$ cat config.mk
export PLATFORM = sky130hd
export DESIGN_NAME = ppal_ctrl
export DESIGN_NICKNAME = d
export VERILOG_FILES = /design/src/hw/rtl/ppal_pkg.sv /design/src/hw/rtl/ppal_ctrl.sv
export SDC_FILE = /design/constraint.sdc
export NUM_CORES = 1
export LEC_CHECK = 0
export ABC_AREA = 1
export BUFFER_PORTS_ARGS = -buffer_cell sky130_fd_sc_hd__buf_2
export CAP_MARGIN = 20
export CORE_MARGIN = 2
export CORE_UTILIZATION = 56
export CTS_BUF_LIST = sky130_fd_sc_hd__clkbuf_4
export CTS_CLUSTER_DIAMETER = 40
export DETAILED_ROUTE_END_ITERATION = 16
export HOLD_SLACK_MARGIN = 0.12
export PLACE_DENSITY = 0.86
export SLEW_MARGIN = 30
export SYNTH_ARGS = -nofsm -noshare
export SYNTH_HDL_FRONTEND = slang
export SYNTH_SLANG_ARGS = --single-unit
$ cat constraint.sdc
create_clock -name i_clk -period 2.5 [get_ports i_clk]
set_input_delay 0.375 -clock i_clk [delete_from_list [all_inputs] [get_ports i_clk]]
set_output_delay 0.375 -clock i_clk [all_outputs]
set_load 0.01 [all_outputs]
$ cat src/hw/rtl/ppal_pkg.sv
`timescale 1ns / 1ps
`default_nettype none
package ppal_pkg;

    // Default build values
    localparam int MAX_VERTICES_DEF  = 1024;
    localparam int FRACTION_BITS_DEF = 16;

    // Fixed field widths
    localparam int COORD_W   = 32;
    localparam int DIFF_W    = 33;
    localparam int SEG_W     = 34;
    localparam int LEN_W     = 44;
    localparam int ROOT_W    = 33;
    localparam int RAD_W     = 66;
    localparam int RATIO_W   = 31;
    localparam int RATIO_BITS = 30;
    localparam int STEP_W    = 6;

    // Iteration counts of the shared units
    localparam logic [STEP_W-1:0] ROOT_STEPS = 6'd33;
    localparam logic [STEP_W-1:0] DIV_STEPS  = 6'd31;

    // Vertex command codes
    localparam logic [1:0] CMD_MOVE = 2'd0;
    localparam logic [1:0] CMD_LINE = 2'd1;

    // Controller to datapath commands
    typedef struct packed {
        logic cap;
        logic diff;
        logic sqr;
        logic sum;
        logic root;
        logic store;
        logic target;
        logic rd;
        logic eval;
        logic div;
        logic lerp;
        logic publish;
    } t_dp_cmd;

    // Datapath to controller status
    typedef struct packed {
        logic storable;
        logic is_line;
        logic is_final;
        logic count_zero;
        logic hit;
        logic seg_zero;
        logic last;
        logic step_last;
        logic out_free;
    } t_dp_status;

endpackage
`default_nettype wire

$ cat src/hw/rtl/ppal_ctrl.sv
`timescale 1ns / 1ps
`default_nettype none
module ppal_ctrl (
    input  wire                  i_clk,
    input  wire                  i_rst_n,
    input  wire                  i_in_valid,
    output logic                 o_in_stall,
    input  ppal_pkg::t_dp_status i_status,
    output ppal_pkg::t_dp_cmd    o_cmd
);

    typedef enum logic [11:0] {
        ST_IDLE   = 12'b0000_0000_0001,
        ST_DIFF   = 12'b0000_0000_0010,
        ST_SQR    = 12'b0000_0000_0100,
        ST_SUM    = 12'b0000_0000_1000,
        ST_ROOT   = 12'b0000_0001_0000,
        ST_STORE  = 12'b0000_0010_0000,
        ST_TARGET = 12'b0000_0100_0000,
        ST_RD     = 12'b0000_1000_0000,
        ST_EVAL   = 12'b0001_0000_0000,
        ST_DIV    = 12'b0010_0000_0000,
        ST_LERP   = 12'b0100_0000_0000,
        ST_DONE   = 12'b1000_0000_0000
    } t_state;

    t_state r_state, n_state;

    // Hold the state
    always_ff @(posedge i_clk) begin
        if (!i_rst_n) begin
            r_state <= ST_IDLE;
        end else begin
            r_state <= n_state;
        end
    end

    assign o_in_stall = (r_state != ST_IDLE);

    // Sequence the vertex measurement and the final walk
    always_comb begin
        n_state = r_state;
        o_cmd   = '0;
        case (r_state)
            ST_IDLE: begin
                if (i_in_valid) begin
                    o_cmd.cap = 1'b1;
                    n_state   = ST_DIFF;
                end
            end
            ST_DIFF: begin
                o_cmd.diff = 1'b1;
                if (!i_status.storable) begin
                    n_state = i_status.is_final ? ST_TARGET : ST_IDLE;
                end else if (i_status.is_line) begin
                    n_state = ST_SQR;
                end else begin
                    n_state = ST_STORE;
                end
            end
            ST_SQR: begin
                o_cmd.sqr = 1'b1;
                n_state   = ST_SUM;
            end
            ST_SUM: begin
                o_cmd.sum = 1'b1;
                n_state   = ST_ROOT;
            end
            ST_ROOT: begin
                o_cmd.root = 1'b1;
                if (i_status.step_last) begin
                    n_state = ST_STORE;
                end
            end
            ST_STORE: begin
                o_cmd.store = 1'b1;
                n_state     = i_status.is_final ? ST_TARGET : ST_IDLE;
            end
            ST_TARGET: begin
                o_cmd.target = 1'b1;
                n_state      = i_status.count_zero ? ST_DONE : ST_RD;
            end
            ST_RD: begin
                o_cmd.rd = 1'b1;
                n_state  = ST_EVAL;
            end
            ST_EVAL: begin
                o_cmd.eval = 1'b1;
                if (i_status.hit) begin
                    n_state = i_status.seg_zero ? ST_LERP : ST_DIV;
                end else if (i_status.last) begin
                    n_state = ST_DONE;
                end else begin
                    n_state = ST_RD;
                end
            end
            ST_DIV: begin
                o_cmd.div = 1'b1;
                if (i_status.step_last) begin
                    n_state = ST_LERP;
                end
            end
            ST_LERP: begin
                o_cmd.lerp = 1'b1;
                n_state    = ST_DONE;
            end
            ST_DONE: begin
                if (i_status.out_free) begin
                    o_cmd.publish = 1'b1;
                    n_state       = ST_IDLE;
                end
            end
            default: begin
                n_state = ST_IDLE;
            end
        endcase
    end

endmodule
`default_nettype wire

==> flow_summary.ini <==
[outcome]
status = completed

[route]
num_vias = 898
routed_wirelength_um = 1880
drc = 0
firstDrtPassIters = 4
drtIter0Drc = 25
final_antenna_net_count = 0
viasPerCell = 4.96
wire_per_inst_um = 10.4

[clock_tree]
cts_setup_buffers = 0
root_buffer = clkbuf_4
cts_tree = done
cts_sinks = 12
ctsResizeCount = 0
cts_made_buffers = 3
path_clk_slew_ns = 0.08
clock_latency_ns = 0.28
cts_hold_buf = 0
htree_levels = 1
cts_buffer_depth = 2

[logic_synthesis]
yosysSeqAreaShare = 0.290
syn_area_sq_um = 827
yosysUniqueCellTypes = 22
synth_top_cell_area_share = 0.290
synth-seq-cells = 12
synthTopCellsByArea = dfxtp_1, nand2_1, inv_1
synth.avg_cell_area_sq_um = 5.95
synth_top_cell_by_area = dfxtp_1
synthArstFlopShare = 0
synthCells = 139
syn_nets = 151
ys_warn_count = 0
synth-edff-count = 0
synth_ff_type = dfxtp_1

[setup_path]
reg2reg_from = r_state[4]$_SDFFE_PN0P_
arrival_ns = 1.43
cp.buffers_inverters = 1
required_ns = 2.12
crit_path_start = r_state[11]$_SDFFE_PN0P_
endpoint_kind = primary output
crit_slowest_cell = nor4_1
path_max_fanout = 3
crit_type = flip-flop to primary output
r2r_end = r_state[0]$_SDFFE_PN1P_
rr_worst_depth = 10
r2r_slack_ns = 1.05
max_stage_delay_ns = 0.36
cp_top_family = simple AND/OR/NAND/NOR gates
cp-endpoint = o_cmd[9]
crit_chain = nor2_1, nand2_2, nor4_1, buf_2
start_kind = flip-flop
cp.depth = 4

[cells_and_area]
layout_commonest_cell = nand2_1
final_cell_area_sq_um = 988
regArea_sq_um = 240
multi_input_area_sq_um = 459
fin_util = 0.741
drive_gt1_frac = 0.271
area_delta_synth_final_pct = 19.5
regMostFlops = r_state
fillers = 123
antennaDiodeCount = 0
final_cell_mix = nand2_1, inv_1, buf_2
fin_nets = 180
largest_reg_flops = 12
largest_registers = r_state: 12 flops

[place]
port_buffers = 24
gp_congestion = 0.847
post_dp_cell_area_sq_um = 966
dpl_worst_slack_ns = 1.01
dp_hpwl_um = 1540

[power_and_ir_drop]
leakagePower_nw = 0.621
p_per_area_nw_per_um2 = 466
irDropWorstVdd_mv = 0.314

[global_routing]
grt_pass1_vias = 822
overflow = 0
grt_pass1_wl_um = 3090
grt_max_degree = 10
antenna_found_initial = 0
grt_usage = 0.217

[floorplan]
fp-row-count = 13
die_area_sq_um = 1800
die_h_um = 42.4
die_w_um = 42.4
core_area_sq_um = 1330
io_pins = 25
initial_core_util = 0.620

[job]
cap_violations = 0

[sta]
setup_viol = 0
fmax_mhz = 553
hold_viol = 0
layout_setup_ws_ns = 0.692
setup_tns_ns = 0
rsz0062_at_grt = false
post-route-period-util = 0.723
finalCriticalPeriod_ns = 1.81
slew_headroom = 0.750
worst_pin_slew_ns = 0.371
skew_ns = 0.00747
final_max_slew_viol_count = 0

[worst_hold_path]
min_path_type = input port to flip-flop
per-layer routing:
layer | global-route usage | up-vias | part of all wire
met4 | 0.0625 | 0 | 0.015
li1 | - | 473 | -
met2 | 0.397 | 24 | 0.49
met5 | 0 | - | 0
met1 | 0.236 | 395 | 0.44
met3 | 0.0690 | 6 | 0.055
cells in the mapped netlist (2+ instances only):
cell type	instances
o21ai_1	2
nand3_1	5
nand2_1	37
a21oi_1	2
nor2_4	3
dfxtp_1	12
inv_2	3
nor2_1	19
nand2_2	7
nor3_1	6
nor3b_1	2
inv_1	30
o21ai_0	2
area by class of cell:
| type | count | share of cell area |
|---|---|---|
| clock buffer | 3 | 0.0228 |
| tap | 15 | 0.0190 |
| sequential | 12 | 0.243 |
| timing repair buffer | 24 | 0.122 |
| multi-input combinational | 93 | 0.465 |
| inverter | 34 | 0.129 |
worst min-delay path, stage by stage:
cell and delay, ns:
buf_2 0.10, nand2_1 0.06, nor2_1 0.03
worst min-delay path by stage:
stage / end / startpoint / cells after the start / slack (ns)
6_report: r_state[6]$_SDFFE_PN0P_ / i_status[6] / 3 / 0.33
4_1_cts: r_state[6]$_SDFFE_PN0P_ / i_status[6] / 3 / 0.33
3_5_place_dp: r_state[9]$_SDFFE_PN0P_ / r_state[9]$_SDFFE_PN0P_ / 2 / 0.50
3_3_place_gp: r_state[9]$_SDFFE_PN0P_ / r_state[9]$_SDFFE_PN0P_ / 2 / 0.50
5_1_grt: r_state[6]$_SDFFE_PN0P_ / i_status[6] / 3 / 0.34
2_1_floorplan: r_state[9]$_SDFFE_PN0P_ / r_state[9]$_SDFFE_PN0P_ / 2 / 0.48
per-stage QoR:
step | hold slack, ns | cells | power (W)
final | 0.331 | 181 | 0.000461
after detailed placement | 0.501 | 178 | 0.000342
after global placement | 0.495 | 178 | 0.000337
after CTS | 0.331 | 181 | 0.000458
after floorplan | 0.479 | 139 | 0.000303
after global routing | 0.342 | 181 | 0.000480
cell families after synthesis:
family | after synthesis | synth area share
AOI/OAI and AO/OA | 7 | 0.0469
buffers and inverters | 34 | 0.154
DFF | 12 | 0.290
and+or+nand+nor | 86 | 0.508
power breakdown:
part	internal [W]	switching (W)	leakage [nW]
sequential	0.000199	0.00000691	0.0972
combinational	0.0000473	0.0000860	0.510
clock	0.0000558	0.0000657	0.0138
(Power assumes the default switching activity.)
